<file path="src/design/rgb_pulse_color_classifier_core_macros.svh">
// assertion macros for the rgb pulse color classifier core
// used by the top level only; expects clk and arst_n in scope
`ifndef RGB_PULSE_COLOR_CLASSIFIER_CORE_MACROS_SVH
`define RGB_PULSE_COLOR_CLASSIFIER_CORE_MACROS_SVH
`ifndef SYNTHESIS
// same-cycle implication
`define RPCC_ASSERT_IMPL(label, ante, cons) \
	label: assert property (@(posedge clk) disable iff (!arst_n) (ante) |-> (cons)) \
		else $error("rpcc assertion failed");
// next-cycle implication
`define RPCC_ASSERT_NEXT(label, ante, cons) \
	label: assert property (@(posedge clk) disable iff (!arst_n) (ante) |=> (cons)) \
		else $error("rpcc assertion failed");
`else
`define RPCC_ASSERT_IMPL(label, ante, cons)
`define RPCC_ASSERT_NEXT(label, ante, cons)
`endif
`endif

</file>
<file path="src/design/rpcc_pkg.sv">
// shared types, constants and the width-to-level function of the color classifier
// no dependencies
package rpcc_pkg;

	localparam int unsigned WIDTH_W = 12;
	localparam int unsigned LEVEL_W = 16;
	localparam int unsigned LIMIT_W = 10;
	localparam int unsigned CFG_INDEX_W = 2;

	// pulse width offsets of the linear map
	localparam logic [5:0] OFFSET_RG = 6'd50;
	localparam logic [5:0] OFFSET_B = 6'd45;
	// floor(m / 10) as (m * RECIP_10) >> 16, exact for m below 4096
	localparam logic [12:0] RECIP_10 = 13'd6554;

	// register reset values
	localparam logic [LIMIT_W-1:0] DELTA_LIMIT_RST = 10'd30;
	localparam logic [LIMIT_W-1:0] DARK_LIMIT_RST = 10'd80;
	localparam logic [LIMIT_W-1:0] BRIGHT_LIMIT_RST = 10'd380;

	typedef enum logic [CFG_INDEX_W-1:0] {
		REG_DELTA_LIMIT = 2'd0,
		REG_DARK_LIMIT = 2'd1,
		REG_BRIGHT_LIMIT = 2'd2
	} cfg_reg_t;

	typedef enum logic [3:0] {
		CLS_BLACK = 4'd0,
		CLS_WHITE = 4'd1,
		CLS_GREY = 4'd2,
		CLS_YELLOW = 4'd3,
		CLS_ORANGE = 4'd4,
		CLS_PINK = 4'd5,
		CLS_RED = 4'd6,
		CLS_CYAN = 4'd7,
		CLS_PURPLE = 4'd8,
		CLS_BLUE = 4'd9,
		CLS_GREEN = 4'd10,
		CLS_INVALID = 4'd11
	} color_class_t;

	typedef struct packed {
		logic [LIMIT_W-1:0] delta_limit;
		logic [LIMIT_W-1:0] dark_limit;
		logic [LIMIT_W-1:0] bright_limit;
	} cfg_t;

	typedef struct packed {
		logic [WIDTH_W-1:0] red_width;
		logic [WIDTH_W-1:0] green_width;
		logic [WIDTH_W-1:0] blue_width;
	} widths_t;

	typedef struct packed {
		logic signed [LEVEL_W-1:0] red_level;
		logic signed [LEVEL_W-1:0] green_level;
		logic signed [LEVEL_W-1:0] blue_level;
	} levels_t;

	typedef struct packed {
		color_class_t color_class;
		logic signed [LEVEL_W-1:0] red_level;
		logic signed [LEVEL_W-1:0] green_level;
		logic signed [LEVEL_W-1:0] blue_level;
	} result_t;

	// level = 255 - trunc(51 * (w - ofs) / 10), unclamped
	function automatic logic signed [LEVEL_W-1:0] map_level(
		input logic [WIDTH_W-1:0] w,
		input logic [5:0] ofs
	);
		logic signed [12:0] x;
		logic [11:0] m;
		logic [24:0] prod;
		logic [14:0] mag;
		x = $signed({1'b0, w}) - $signed({7'b0, ofs});
		m = x[12] ? 12'(-x) : x[11:0];
		prod = 25'(m) * 25'(RECIP_10);
		mag = 15'(m) * 15'd5 + 15'(prod[24:16]);
		if (x[12]) begin
			map_level = 16'sd255 + $signed({1'b0, mag});
		end else begin
			map_level = 16'sd255 - $signed({1'b0, mag});
		end
	endfunction

endpackage

</file>
<file path="src/design/rpcc_level_map.sv">
// maps the three pulse widths to signed color levels
// depends on rpcc_pkg
module rpcc_level_map (
	input  rpcc_pkg::widths_t widths,
	output rpcc_pkg::levels_t levels
);
	import rpcc_pkg::*;

	// red and green share an offset, blue has its own
	assign levels.red_level = map_level(widths.red_width, OFFSET_RG);
	assign levels.green_level = map_level(widths.green_width, OFFSET_RG);
	assign levels.blue_level = map_level(widths.blue_width, OFFSET_B);

endmodule

</file>
<file path="src/design/rpcc_classify.sv">
// decision tree from three color levels to one of twelve classes
// depends on rpcc_pkg
module rpcc_classify (
	input  rpcc_pkg::levels_t levels,
	input  rpcc_pkg::cfg_t cfg,
	output rpcc_pkg::color_class_t color_class
);
	import rpcc_pkg::*;

	logic signed [16:0] r, g, b;
	logic signed [16:0] dark, bright;
	logic signed [16:0] diff_rg, diff_rb, diff_gb;
	logic [15:0] ad_rg, ad_rb, ad_gb;
	logic [18:0] d1, d2, d3, d5;
	logic [18:0] ad_rg_x, ad_rb_x2, ad_gb_x, ad_gb_x5;
	logic is_black, is_white, is_grey;
	logic r_dom, g_dom, b_dom;

	// sign extend levels, zero extend limits
	assign r = 17'(levels.red_level);
	assign g = 17'(levels.green_level);
	assign b = 17'(levels.blue_level);
	assign dark = $signed({7'b0, cfg.dark_limit});
	assign bright = $signed({7'b0, cfg.bright_limit});

	// pairwise absolute differences
	assign diff_rg = r - g;
	assign diff_rb = r - b;
	assign diff_gb = g - b;
	assign ad_rg = diff_rg[16] ? 16'(-diff_rg) : diff_rg[15:0];
	assign ad_rb = diff_rb[16] ? 16'(-diff_rb) : diff_rb[15:0];
	assign ad_gb = diff_gb[16] ? 16'(-diff_gb) : diff_gb[15:0];

	// scaled thresholds and differences for the 2.5 and 0.6 factors
	assign d1 = 19'(cfg.delta_limit);
	assign d2 = 19'(cfg.delta_limit) * 19'd2;
	assign d3 = 19'(cfg.delta_limit) * 19'd3;
	assign d5 = 19'(cfg.delta_limit) * 19'd5;
	assign ad_rg_x = 19'(ad_rg);
	assign ad_rb_x2 = 19'(ad_rb) * 19'd2;
	assign ad_gb_x = 19'(ad_gb);
	assign ad_gb_x5 = 19'(ad_gb) * 19'd5;

	// top-level decisions
	assign is_black = (r < dark) && (g < dark) && (b < dark);
	assign is_white = (r > bright) && (g > bright) && (b > bright);
	assign is_grey = (ad_rg_x < d1) && (19'(ad_rb) < d1) && (ad_gb_x < d1);
	assign r_dom = (r > g) && (r > b);
	assign b_dom = (b > r) && (b > g);
	assign g_dom = (g > r) && (g > b);

	// priority tree
	always_comb begin
		if (is_black) begin
			color_class = CLS_BLACK;
		end else if (is_white) begin
			color_class = CLS_WHITE;
		end else if (is_grey) begin
			color_class = CLS_GREY;
		end else if (r_dom) begin
			if (ad_rg_x < d1) begin
				color_class = CLS_YELLOW;
			end else if (ad_rg_x < d2) begin
				color_class = CLS_ORANGE;
			end else if (19'(ad_rb) < d2) begin
				color_class = CLS_PINK;
			end else begin
				color_class = CLS_RED;
			end
		end else if (b_dom) begin
			if (ad_gb_x < d1) begin
				color_class = CLS_CYAN;
			end else if (ad_rb_x2 < d5) begin
				color_class = CLS_PURPLE;
			end else begin
				color_class = CLS_BLUE;
			end
		end else if (g_dom) begin
			if (ad_rg_x < d1) begin
				color_class = CLS_YELLOW;
			end else if (ad_gb_x5 < d3) begin
				color_class = CLS_CYAN;
			end else begin
				color_class = CLS_GREEN;
			end
		end else begin
			color_class = CLS_INVALID;
		end
	end

endmodule

</file>
<file path="src/design/rgb_pulse_color_classifier_core.sv">
// top level of the rgb pulse color classifier: input register, level map,
// classifier and result register; depends on rpcc_pkg, rpcc_level_map,
// rpcc_classify and rgb_pulse_color_classifier_core_macros.svh
//
// channel   signals                        beat taken when
// -------   ----------------------------   -------------------------------
// input     start, busy, widths            start high and busy low
// result    done, result                   every cycle done is high
// config    cfg_valid, cfg_ready,          cfg_valid and cfg_ready high
//           cfg_index, cfg_data
//
// one beat per cycle in, one result per beat out; each beat passes the input
// register and then the result register
// busy and cfg_ready are always low and high; the map and the tree fit in
// the single stage between the two registers
// reset clears the valid flags and loads the register defaults
// results are shown for one cycle only; the receiver has no stall
module rgb_pulse_color_classifier_core (
	input  logic clk,
	input  logic arst_n,
	input  logic start,
	output logic busy,
	input  rpcc_pkg::widths_t widths,
	output logic done,
	output rpcc_pkg::result_t result,
	input  logic cfg_valid,
	output logic cfg_ready,
	input  logic [rpcc_pkg::CFG_INDEX_W-1:0] cfg_index,
	input  logic [rpcc_pkg::LIMIT_W-1:0] cfg_data
);
	import rpcc_pkg::*;

	`include "rgb_pulse_color_classifier_core_macros.svh"

	cfg_t cfg_q;
	widths_t widths_s1;
	logic valid_s1;
	levels_t levels;
	color_class_t color_class;
	result_t result_s2;
	logic valid_s2;
	logic accept;

	assign busy = 1'b0;
	assign cfg_ready = 1'b1;
	assign accept = start && !busy;

	// configuration registers, unknown indexes ignored
	always_ff @(posedge clk or negedge arst_n) begin
		if (!arst_n) begin
			cfg_q.delta_limit <= DELTA_LIMIT_RST;
			cfg_q.dark_limit <= DARK_LIMIT_RST;
			cfg_q.bright_limit <= BRIGHT_LIMIT_RST;
		end else if (cfg_valid && cfg_ready) begin
			unique case (cfg_index)
				REG_DELTA_LIMIT: cfg_q.delta_limit <= cfg_data;
				REG_DARK_LIMIT: cfg_q.dark_limit <= cfg_data;
				REG_BRIGHT_LIMIT: cfg_q.bright_limit <= cfg_data;
				default: ;
			endcase
		end
	end

	// input stage valid
	always_ff @(posedge clk or negedge arst_n) begin
		if (!arst_n) begin
			valid_s1 <= 1'b0;
		end else begin
			valid_s1 <= accept;
		end
	end

	// input stage payload
	always_ff @(posedge clk) begin
		if (accept) begin
			widths_s1 <= widths;
		end
	end

	rpcc_level_map u_level_map (
		.widths(widths_s1),
		.levels(levels)
	);

	rpcc_classify u_classify (
		.levels(levels),
		.cfg(cfg_q),
		.color_class(color_class)
	);

	// result stage valid
	always_ff @(posedge clk or negedge arst_n) begin
		if (!arst_n) begin
			valid_s2 <= 1'b0;
		end else begin
			valid_s2 <= valid_s1;
		end
	end

	// result stage payload
	always_ff @(posedge clk) begin
		if (valid_s1) begin
			result_s2.color_class <= color_class;
			result_s2.red_level <= levels.red_level;
			result_s2.green_level <= levels.green_level;
			result_s2.blue_level <= levels.blue_level;
		end
	end

	assign done = valid_s2;
	assign result = result_s2;

	// checks
	`RPCC_ASSERT_NEXT(a_s1_follows_accept, accept, valid_s1)
	`RPCC_ASSERT_IMPL(a_done_two_after_accept, accept, ##2 done)
	`RPCC_ASSERT_IMPL(a_done_has_source, done, $past(accept, 2))
	`RPCC_ASSERT_IMPL(a_class_in_range, done, result.color_class <= CLS_INVALID)

endmodule

</file>
<file path="config.mk">
export PLATFORM = sky130hd
export DESIGN_NAME = rgb_pulse_color_classifier_core
export DESIGN_NICKNAME = d
export VERILOG_FILES = /design/src/design/rpcc_pkg.sv /design/src/design/rpcc_level_map.sv /design/src/design/rpcc_classify.sv /design/src/design/rgb_pulse_color_classifier_core.sv
export VERILOG_INCLUDE_DIRS = /design/src /design/src/design
export SDC_FILE = /design/constraint.sdc
export NUM_CORES = 1
export LEC_CHECK = 0
export ABC_AREA = 0
export BUFFER_PORTS_ARGS = -buffer_cell sky130_fd_sc_hd__buf_2
export CORE_MARGIN = 2
export CORE_UTILIZATION = 37
export DETAILED_ROUTE_END_ITERATION = 16
export PLACE_DENSITY = 0.5
export SYNTH_ARGS = -nofsm -noshare
export SYNTH_HDL_FRONTEND = slang
export SYNTH_SLANG_ARGS = --single-unit
</file>
<file path="constraint.sdc">
create_clock -name clk -period 15.8 [get_ports clk]
set_input_delay 3.16 -clock clk [delete_from_list [all_inputs] [get_ports clk]]
set_output_delay 3.16 -clock clk [all_outputs]
set_load 0.05 [all_outputs]
</file>
Yosys cells after proc, flatten, opt, wreduce, memory -nomap -nowiden
Cells that the tools add are included.
- flip-flop bits (word level): 120
- bits of input ports: 52
- output and inout bits: 55
- word-level logic and storage cells: 101
- add/subtract/negate cells: 21
- multipliers: 9
- $lt $le $gt $ge: 19
- equal/unequal tests: 2
- mux-type cells: 21
- reductions and logical operators: 15
- operator list (operator ; count):
    $gt A16 B16 Y1 ; 6
    $mux W16 ; 6
    $lt A16 B11 Y1 ; 5
    $mul A12 B12 Y24 const B ; 3
    $sub A16 B16 Y17 ; 3
    $add A8 B15 Y16 const A ; 3
    $gt A16 B11 Y1 ; 3
    $lt A16 B10 Y1 ; 3
    $neg A16 Y16 ; 3
    $sub A8 B15 Y16 const A ; 3
    $add A15 B9 Y15 ; 3
    $mul A12 B3 Y15 const B ; 3
    $sub A12 B6 Y13 const B ; 3
    $mux W12 ; 3
    $neg A12 Y12 ; 3
    $mux W4 ; 8
    $lt A19 B12 Y1 ; 1
    $mul A16 B3 Y19 const B ; 1
    $lt A17 B13 Y1 ; 1
    $mul A10 B3 Y13 const B ; 1
    $mul A10 B2 Y12 const B ; 1
    $logic_and A1 B1 Y1 ; 9
    $reduce_and A2 Y1 ; 3
    $mux W2 ; 2
    6 further kinds ; 7

Depth between registers and ports, before layout
Gate-level depths: netlist of run 1.
- word-level depth: 19
- gate-level depth with buffers: 76
- gate-level depth less buffers: 73

Cells and area by module
From an unflattened synthesis of run 1, not the netlist that was laid out.
- cells, all modules: 2859
- area total of the unflattened synthesis: 25308.0 sq um
- by module, submodules not included (module ; times used ; cells an instance ; area an instance (sq um) ; sequential area each (sq um)):
    rpcc_level_map ; 1 ; 1548 ; 12801.0 ; 0.0
    rpcc_classify ; 1 ; 1151 ; 8552.0 ; 0.0
    rgb_pulse_color_classifier_core ; 1 ; 160 ; 3955.0 ; 3458.3

Least setup slack after synthesis of run 1
No wires, ideal clock.
- path kind: register to register
- start: register widths_s1[0] (netlist name)
- end: register result_s2, in the netlist result[51], data pin
- library setup time: 0.267 ns
- arrival: 15.058 ns
- required time: 15.533 ns
- slack: 0.476 ns
- cell stages (with the launch flop): 71
- path through: edfxtp_1 -> inv_1 -> ha_1 -> and3b_1 -> o21ai_2 -> nand3b_1 -> or3_1 -> clkbuf_1 -> buf_1 -> a31oi_1 -> xnor2_1 -> ha_1 -> ha_1 -> inv_1 -> fa_1 -> inv_1 -> fa_1 -> inv_1 -> (+35 left out) -> fa_1 -> inv_1 -> a21oi_1 -> o21ai_0 -> a21oi_1 -> o21bai_1 -> a21o_1 -> a21oi_1 -> xnor2_1 -> ha_1 -> and4_1 -> a2111oi_0 -> nand3_1 -> a311oi_1 -> o311ai_0 -> o21a_1 -> nor2_1 -> nor4b_2
- cells in the longest elaborated chain, start to end: 17
- elaborated cells on any way between the ends: 39
- classes of those cells: add/sub: 9; mul: 3; order compare: 9; mux: 10; reduce/logical: 8
- ends and longest elaborated chain (element ; RTL line ; text):
    start: declaration ; rgb_pulse_color_classifier_core.sv:36 ; widths_t widths_s1;
    start signal: assignment ; rgb_pulse_color_classifier_core.sv:76 ; widths_s1 <= widths;
    $sub A12 B6 Y13 * ; rpcc_pkg.sv:76 ; x = $signed({1'b0, w}) - $signed({7'b0, ofs});
    $neg A12 Y12 ; rpcc_pkg.sv:77 ; m = x[12] ? 12'(-x) : x[11:0];
    $mux W12 ; rpcc_pkg.sv:77 ;
    $mul A12 B3 Y15 / $mul A12 B12 Y24 (equally long branches) ; rpcc_pkg.sv:79, rpcc_pkg.sv:78 ;
    $add A15 B9 Y15 ; rpcc_pkg.sv:79 ; mag = 15'(m) * 15'd5 + 15'(prod[24:16]);
    $sub A8 B15 Y16 / $add A8 B15 Y16 (equally long branches) ; rpcc_pkg.sv:83, rpcc_pkg.sv:81 ;
    $mux W16 * ; rpcc_pkg.sv:80 ; if (x[12]) begin
    $sub A16 B16 Y17 ; rpcc_classify.sv:29 ; assign diff_gb = g - b;
    $neg A16 Y16 ; rpcc_classify.sv:32 ; assign ad_gb = diff_gb[16] ? 16'(-diff_gb) : diff_gb[15:0];
    $mux W16 ; rpcc_classify.sv:32 ;
    $mul A16 B3 Y19 ; rpcc_classify.sv:42 ; assign ad_gb_x5 = 19'(ad_gb) * 19'd5;
    $lt A19 B12 Y1 ; rpcc_classify.sv:81 ; end else if (ad_gb_x5 < d3) begin
    $mux W4 ; rpcc_classify.sv:81 ;
    $mux W4 ; rpcc_classify.sv:79 ; if (ad_rg_x < d1) begin
    $mux W4 ; rpcc_classify.sv:78 ; end else if (g_dom) begin
    $mux W4 ; rpcc_classify.sv:70 ; end else if (b_dom) begin
    $mux W4 ; rpcc_classify.sv:60 ; end else if (r_dom) begin
    end: declaration ; rgb_pulse_color_classifier_core.sv:40 ; result_t result_s2;
Mark *: on every way between the ends. The rest lies on a longest branch, timed or not.
A chain may end at the register's enable or synchronous reset.

==> results by stage, run 1 <==
Status:
- The flow ran to the end, and the final reports show no timing, DRC or antenna violations.

Clock network:
- For this design, the sink count on the clock tree is 120.
- The total clock buffers created by CTS is 17.
- The buffer depth of the longest clock path is 2.
- Clock-pin slew was measured on the worst setup and hold paths at about 70 ps.
- The master cell of the clock root buffer is sky130_fd_sc_hd__clkbuf_16.
- The later-pin clock latency in the skew report is about 480 ps.
- In this run, post-CTS hold repair placed 0 buffers.
- The maximum level of the CTS H-tree is 4.
- The CTS tree is done.

GRT:
- The remaining global-route overflow is 0.
- The first global-routing pass estimated roughly 110000 µm of wire.
- The met1 usage is 27.2%.
- The number of antenna violations at the first check in global routing is 2.
- The pin count of the biggest net entering global routing is 38.
- Global routing consumed, on the met2 layer, between 30% and 40% of the routing resources.
- The routing usage on met3 is 3.53%.
- The via count of the first global-routing pass is just over 20000.
- The total track usage is between 20% and 30%.
- The most used routing layer is met2.

Yosys:
- The yosys synthesis warning count is 0.
- The post-synthesis sequential element count is 120.
- Synthesis produced a netlist with a net count of about 3400.
- sky130_fd_sc_hd__ha_1 is the most common cell in the netlist.
- Yosys mapped a number of flops with a built-in enable equal to 88.
- The portion of synthesized cell area occupied by the leading cell type is between 20% and 30%.
- The synthesized netlist occupies a cell area of roughly 24000 µm².
- Yosys mapped the design onto 107 distinct sky130hd cell types.
- Ranked by instance count, the synthesized netlist is headed by sky130_fd_sc_hd__ha_1 (561), sky130_fd_sc_hd__inv_1 (414), sky130_fd_sc_hd__nor2_1 (145), sky130_fd_sc_hd__xnor2_1 (145).
- Summed over all instances, the cell type with the most area after synthesis is sky130_fd_sc_hd__ha_1.
- The top flip-flop cell by instance count after synthesis is sky130_fd_sc_hd__edfxtp_1.
- By area the synthesized netlist is led by sky130_fd_sc_hd__ha_1 (29%), sky130_fd_sc_hd__fa_1 (11%), sky130_fd_sc_hd__edfxtp_1 (11%).
- The synthesized instance count is ~2700.
- The post-synthesis sequential area ratio is between 10 and 15%.
- The fraction of synthesis flops using an asynchronous set or reset pin is roughly a quarter.
- A synthesized cell averages around 9.0 µm².

Worst setup path:
- STA classifies the critical path startpoint as a register.
- The endpoint arrival time on the critical path is 15240 ps.
- The highest fanout seen on the critical path is 13.
- The most critical setup path has its endpoint at result[51].
- The worst register-to-register path has a setup slack of between 700 and 800 ps.
- The cell depth of the worst flop-to-flop path is 67.
- The startpoint of the worst-slack reg-to-reg timing path is widths_s1[1].
- The gate family responsible for the most delay along the worst path is compound AO/OA/AOI/OAI gates.
- The buffers plus inverters on the worst setup path is 10.
- In this run the number of cells on the critical path is 67.
- The worst setup path is of the register to register kind.
- Tracing the worst setup path back leads to its startpoint at widths_s1[1].
- The critical-path cell with the highest stage delay is sky130_fd_sc_hd__mux2i_1.
- The required arrival time at the worst endpoint is between 15000 and 20000 ps.
- The maximum single-stage delay on the critical path is 580 ps.
- The end of the worst register-to-register path is result[51].
- The worst setup path is captured at a register.

Die:
- The floorplan step set the die width to around 260 µm.
- The I/O pin total is between 100 and 150.
- The initialized floorplan defines 94 standard-cell rows.
- The initial core utilization is between 30% and 40%.
- The core box area is approximately 66000 µm².
- The floorplan step defined a die boundary enclosing 68000 µm².
- The die span in y is 261 µm.

Routing:
- The via total after detailed routing is roughly 20000.
- The wire length per cell is roughly 19 µm.
- In the routed design, unresolved DRC markers number 0.
- Dividing the detail-routed via count by the number of cells gives about 5.3.
- The first routing iteration left slightly below 900 violations.
- The post-detailed-routing wire length is between 60000 and 70000 µm.
- The post-route antenna net violation count is 0.
- The detailed-router iteration count before antenna repair is 7.

Finish:
- The fraction of final layout cells with drive strength greater than 1 is 12.2%.
- The layout has between 6000 and 7000 filler cells.
- The final core area utilization is about two fifths.
- Relative to the synthesized area, the layout overhead comes to 11.8%.
- The net count of the finished layout is 3616.
- The finished layout holds approximately 3700 standard cells, fillers aside.
- The number of antenna repair diodes is 0.

Timing:
- The clock skew is about 16 ps.
- The relative slew slack is between 20% and 30%.
- For the pin with the worst max-slew slack, the measured transition is ~1100 ps.
- Final hold analysis gives a worst-case slack of about 510 ps.
- Setup violations remaining at the end of the flow were counted as 0.
- The post-layout worst setup margin is slightly below 800 ps.
- The maximum clock frequency is between 0.06 and 0.07 GHz.
- The final critical path takes up 95.0% of the cycle.
- The final-report hold violation count is 0.
- The final number of max-transition violations was 0.
- The clock period could shrink to around 15000 ps.

Place:
- In this run, placement finished with an instance count of between 3000 and 4000.
- At the placement stage, the worst setup path has a slack of -92.1 ps.
- The congestion estimate from routability-driven global placement came to 0.933.
- Summed over all nets, the half-perimeter wirelength after detailed placement is slightly above 60000 µm.
- The number of port buffers is between 100 and 150.

Min path:
- In this run the worst hold path is classified as register to register.

Flow run:
- Across the run, the number of max-cap violations was 0.
==> metal layers <==
| layer | share of wire (%) | vias up |
|---|---|---|
| met5 | 0.033 | - |
| met4 | 1.5 | 4 |
| met3 | 4.3 | 52 |
| met2 | 48 | 324 |
| met1 | 46 | 9505 |
| li1 | - | 9819 |
==> worst reg2reg max path, delay by kind of cell, from the launching register on <==
family / cells / cell delay, ps
muxes: 1 / 580
buffers and inverters: 10 / 1240
xor gates and xnor gates: 4 / 670
AOI/OAI and AO/OA: 29 / 5820
adders and majority gates: 13 / 4350
DFF: 1 / 390
and+or+nand+nor: 10 / 1740
==> placed cells by master, fill, tap and decap left out, types with 10 or more instances in the layout <==
cell / n
sky130_fd_sc_hd__a31oi_1: 22
sky130_fd_sc_hd__o21ai_1: 11
sky130_fd_sc_hd__nand2_1: 95
sky130_fd_sc_hd__o21ai_0: 103
sky130_fd_sc_hd__nor2_1: 143
sky130_fd_sc_hd__ha_1: 561
sky130_fd_sc_hd__nand2b_1: 47
sky130_fd_sc_hd__inv_1: 413
sky130_fd_sc_hd__clkbuf_16: 17
sky130_fd_sc_hd__dfstp_2: 12
sky130_fd_sc_hd__a21oi_1: 133
sky130_fd_sc_hd__nor2b_1: 40
sky130_fd_sc_hd__fa_1: 137
sky130_fd_sc_hd__o211ai_1: 17
sky130_fd_sc_hd__o31ai_1: 10
sky130_fd_sc_hd__o21a_1: 64
sky130_fd_sc_hd__xnor2_1: 140
sky130_fd_sc_hd__a211oi_1: 11
sky130_fd_sc_hd__nand3_1: 47
sky130_fd_sc_hd__and3_1: 16
sky130_fd_sc_hd__mux2i_1: 13
sky130_fd_sc_hd__nor3_1: 52
sky130_fd_sc_hd__or2_2: 15
sky130_fd_sc_hd__or3_1: 13
sky130_fd_sc_hd__mux2_2: 24
sky130_fd_sc_hd__a31o_2: 10
sky130_fd_sc_hd__a21boi_0: 11
sky130_fd_sc_hd__xor2_1: 75
sky130_fd_sc_hd__edfxtp_1: 88
sky130_fd_sc_hd__a211o_1: 14
sky130_fd_sc_hd__dfrtp_1: 19
sky130_fd_sc_hd__and2_1: 14
sky130_fd_sc_hd__buf_2: 104
sky130_fd_sc_hd__o21bai_1: 17
sky130_fd_sc_hd__a21o_1: 64
sky130_fd_sc_hd__buf_4: 79
sky130_fd_sc_hd__nand4_1: 22
==> registers in the layout, indices dropped and copies added (netlist names) <==
signal     count
result        52
widths_s1     36
cfg_q         30
done           1
valid_s1       1
==> logic make-up (layout without fill, tap and decap cells) <==
group / after synthesis / in the layout / synth area share [%]
fa+ha+maj: 698 / 698 / 40.0
other cells: 2 / 2 / 0.0308
flops: 120 / 120 / 14.2
buf+inv: 451 / 631 / 7.07
compound gates: 583 / 583 / 16.2
xor+xnor: 231 / 231 / 8.49
simple gates: 576 / 576 / 12.3
mux: 38 / 38 / 1.69
==> cell type report <==
type / instances / area, µm² / share of cell area, %
repair buffers: 184 / 1120 / 4.12
flip-flops and latches: 120 / 3460 / 12.7
multi-input cells: 2128 / 19500 / 71.4
clock buffers: 17 / 425 / 1.56
inverters: 415 / 1560 / 5.71
well taps: 864 / 1080 / 3.96
clock inverters: 15 / 165 / 0.606
==> worst min-delay path by stage <==
stage | from | end | slack [ps] | depth (start not counted)
floorplan | cfg_q[11] | cfg_q[11] | 480 | 1
finish | cfg_q[1] | cfg_q[1] | 510 | 1
CTS | cfg_q[7] | cfg_q[7] | 510 | 1
global placement | cfg_q[1] | cfg_q[1] | 490 | 1
detailed placement | cfg_q[7] | cfg_q[7] | 500 | 1
global route | cfg_q[19] | cfg_q[19] | 530 | 1
==> timing repair <==
item	4_1_cts	5_1_grt
resized for setup	2	53
pin swaps	0	7
setup buffers	0	5
setup endpoints to repair	2	4
hold endpoints to repair	0	0
==> metrics by stage <==
step	TNS, ps	area (µm²)
finish	0	27300
floorplan	0	24400
CTS	0	27000
global route	-67.6	27300
global placement	0	26400
detailed placement	-162	26400
Power of run 1 is not shown: default switching activity piles up to over one toggle a cycle in this logic, so the estimate is an artifact.
==> inputs of run 2 (changes only) <==
--- a/config.mk
+++ b/config.mk
@@ -8,7 +8,6 @@
 export LEC_CHECK = 0
 export ABC_AREA = 0
 export BUFFER_PORTS_ARGS = -buffer_cell sky130_fd_sc_hd__buf_2
-export CORE_MARGIN = 2
 export CORE_UTILIZATION = 37
 export DETAILED_ROUTE_END_ITERATION = 16
 export PLACE_DENSITY = 0.5
==> results by stage, run 2 (same netlist as run 1, synthesis figures left out) <==
Finish:
- The filler cells instantiated in the layout total between 6000 and 7000.
- The number of antenna repair diodes is 0.
- The number of flip-flops under the largest register name is 52.
- The multi-input gate area in the final layout is between 15000 and 20000 µm².
- Measured on the finished design, the core utilization comes to between 40% and 50%.
- From synthesis to final layout, the design area changed by 12.1%.
- Ranked by flip-flop count, first place goes to result.
- The top cell types in the final layout, fill and taps aside, are sky130_fd_sc_hd__ha_1 (561), sky130_fd_sc_hd__inv_1 (413), sky130_fd_sc_hd__nor2_1 (144).
- The area taken by flip-flops and latches is roughly 3500 µm².
- The final layout net count is around 3600.
- Leaving out fill and tap cells, the most frequent cell in the layout is sky130_fd_sc_hd__ha_1.
- The fraction of final layout cells with drive strength greater than 1 is approximately 12%.
- The largest registers in the layout are result: 52 flops, widths_s1: 36 flops, cfg_q: 30 flops.

Die:
- The core region is 64800 µm².
- The initial core utilization is 37.6%.
- The area enclosed by the die boundary is roughly 67000 µm².
- The initialized floorplan defines just over 90 standard-cell rows.
- The die is around 260 µm tall.
- The die is 259 µm wide.
- The I/O pin total is 107.

Min path:
- The type of the worst min-delay path is register to register.
- Counting instances, the worst hold path has a depth of 1.
- The end point of the most critical hold path is cfg_q[11].
- In this run the most critical hold path is launched from cfg_q[11].

GRT:
- The pin count of the biggest net entering global routing is 38.
- The number of antenna violations at the first check in global routing was 3.
- The global-route wire length before repair is 110000 µm.
- Global routing used roughly a fifth of the available tracks across all layers.
- The remaining global-route overflow is 0.
- The via count of the first global-routing pass came to 20267.

Worst setup path:
- The endpoint identified for the worst register-to-register timing path is result[51].
- The worst setup path is launched from a register.
- Counting stages on the worst path, the most repeated cell is sky130_fd_sc_hd__ha_1.
- The category of the critical setup timing path is register to register.
- The required arrival time at the worst endpoint is about 16000 ps.
- The worst setup path is captured at a register.
- The highest fanout seen on the critical path is 13.
- The critical-path cell with the highest stage delay is sky130_fd_sc_hd__fa_1.
- The largest single stage delay on the critical path is 530 ps.
- In this run the critical register-to-register path is launched from widths_s1[1].
- The setup check on the worst reg-to-reg path leaves a slack of between 700 and 800 ps.
- The critical path contains buffers and inverters numbering 8 combined.
- The gate family responsible for the most delay along the worst path is compound AO/OA/AOI/OAI gates.
- The worst register-to-register path has a depth of 64.
- The endpoint arrival time on the critical path is approximately 15000 ps.

Timing:
- Setup violations remaining at the end of the flow were counted as 0.
- In the post-route analysis, the smallest setup slack over all paths is 759 ps.
- Clock skew on the completed layout was measured at 19.3 ps.
- The relative slew slack is between 20 and 25%.
- The maximum clock frequency is 0.0665 GHz.
- Setup total negative slack on the finished layout was measured at 0 ps.
- The final-report hold violation count came to 0.
- The fraction of the cycle the final worst path needs is between 90 and 100%.
- The final number of max-transition violations is 0.
- The transition time at the pin with the least slew margin is between 1000 and 1500 ps.
- The tightest hold margin is ~510 ps.
- The final critical delay including setup and external delays is ~15000 ps.

Routing:
- The per-cell via count in the routed design is 5.28.
- The detailed router placed roughly 20000 vias in this run.
- The pre-antenna-repair detailed-routing pass consisted of 5 iterations.
- The post-route antenna net violation count is 0.
- For this block, the routed nets add up to between 60000 and 70000 µm of wire.
- The detailed router finished its first iteration with about 870 violations.
- The wire length per cell is roughly 19 µm.
- The total DRC errors in the routed layout is 0.

Clock network:
- The hold buffer count at cts is 0.
- The master cell of the clock root buffer is sky130_fd_sc_hd__clkbuf_16.
- The clock edge transition at the registers on the reported setup and hold paths is around 70 ps.
- TritonCTS built the clock tree.
- In this run the number of H-tree levels came out at 4.
- The total clock buffers created by CTS is 17.
- At the later pin of the worst-skew pair, clock insertion delay measures a little under 500 ps.
- The clock passes through at most 2 buffers.
- Clock tree synthesis found a total of 120 sinks.

Place:
- The number of port buffers is between 100 and 150.
- Detailed placement finished with a half-perimeter wire length of between 60000 and 70000 µm.
- The worst setup slack before clock tree synthesis is -114 ps.
- The congestion estimate from routability-driven global placement came to around 0.9.

Status:
- The run finished with clean final reports.

Flow run:
- The tool flagged a number of max-cap violations equal to 0.
## run 2: cell types whose count changed in the layout (fill, tap and decap cells not counted), moves of 2 or more
cell                       delta
sky130_fd_sc_hd__o21ai_1      -2
sky130_fd_sc_hd__clkbuf_1     +2
sky130_fd_sc_hd__buf_4        +4
sky130_fd_sc_hd__a31oi_2      +2
sky130_fd_sc_hd__a31oi_1      -2
sky130_fd_sc_hd__xnor2_1      -4
sky130_fd_sc_hd__xnor2_2      +4
sky130_fd_sc_hd__o21ai_0      +3
## run 2: metrics by stage
stage / cell area, µm² / cells
4_1_cts: 27000 / 3732
3_3_place_gp: 26400 / 3700
6_report: 27300 / 3738
2_1_floorplan: 24400 / 2699
5_1_grt: 27300 / 3738
3_5_place_dp: 26400 / 3700
## run 2: worst register-to-register path: cells and delay by family (launching register included)
kind / cells / cell delay, ps
flip-flops: 1 / 380
AND/OR/NAND/NOR: 11 / 2090
adder cells (fa/ha/maj): 13 / 4750
AO/OA/AOI/OAI: 27 / 5900
XOR/XNOR: 5 / 950
buffers and inverters: 8 / 750
## run 2: how the worst max path moves through the flow
stage	from	endpoint	slack, ps	cells past startpoint
2_1_floorplan	widths_s1[0]	result[51]	480	70
3_3_place_gp	widths_s1[0]	result[48]	200	69
3_5_place_dp	widths_s1[0]	result[51]	-110	69
4_1_cts	widths_s1[0]	result[51]	20	71
5_1_grt	widths_s1[2]	result[51]	-50	68
6_report	widths_s1[1]	result[51]	760	64
## run 2: repair_timing
action | in CTS | in global routing
setup buffers | 0 | 6
resized for setup | 3 | 55
setup endpoints to repair | 3 | 4
pin swaps | 0 | 8
## run 2: final cells by class
cell class / instances / area share (%)
clock inverters: 13 / 0.526
multi-input cells: 2128 / 71.4
well taps: 855 / 3.91
repair buffers: 188 / 4.22
clock buffers: 19 / 1.58
inverters: 415 / 5.70
flip-flops and latches: 120 / 12.7
## run 2: layer usage
metal / part of all wire, % / vias to the layer above / global-route usage [%]
li1: - / 9832 / -
met1: 46 / 9463 / 27.5
met2: 47 / 346 / 36.3
met3: 4.4 / 91 / 3.61
met4: 2.7 / 6 / 6.67
met5: 0.060 / - / 0
Power of run 2 is left out for the same reason.
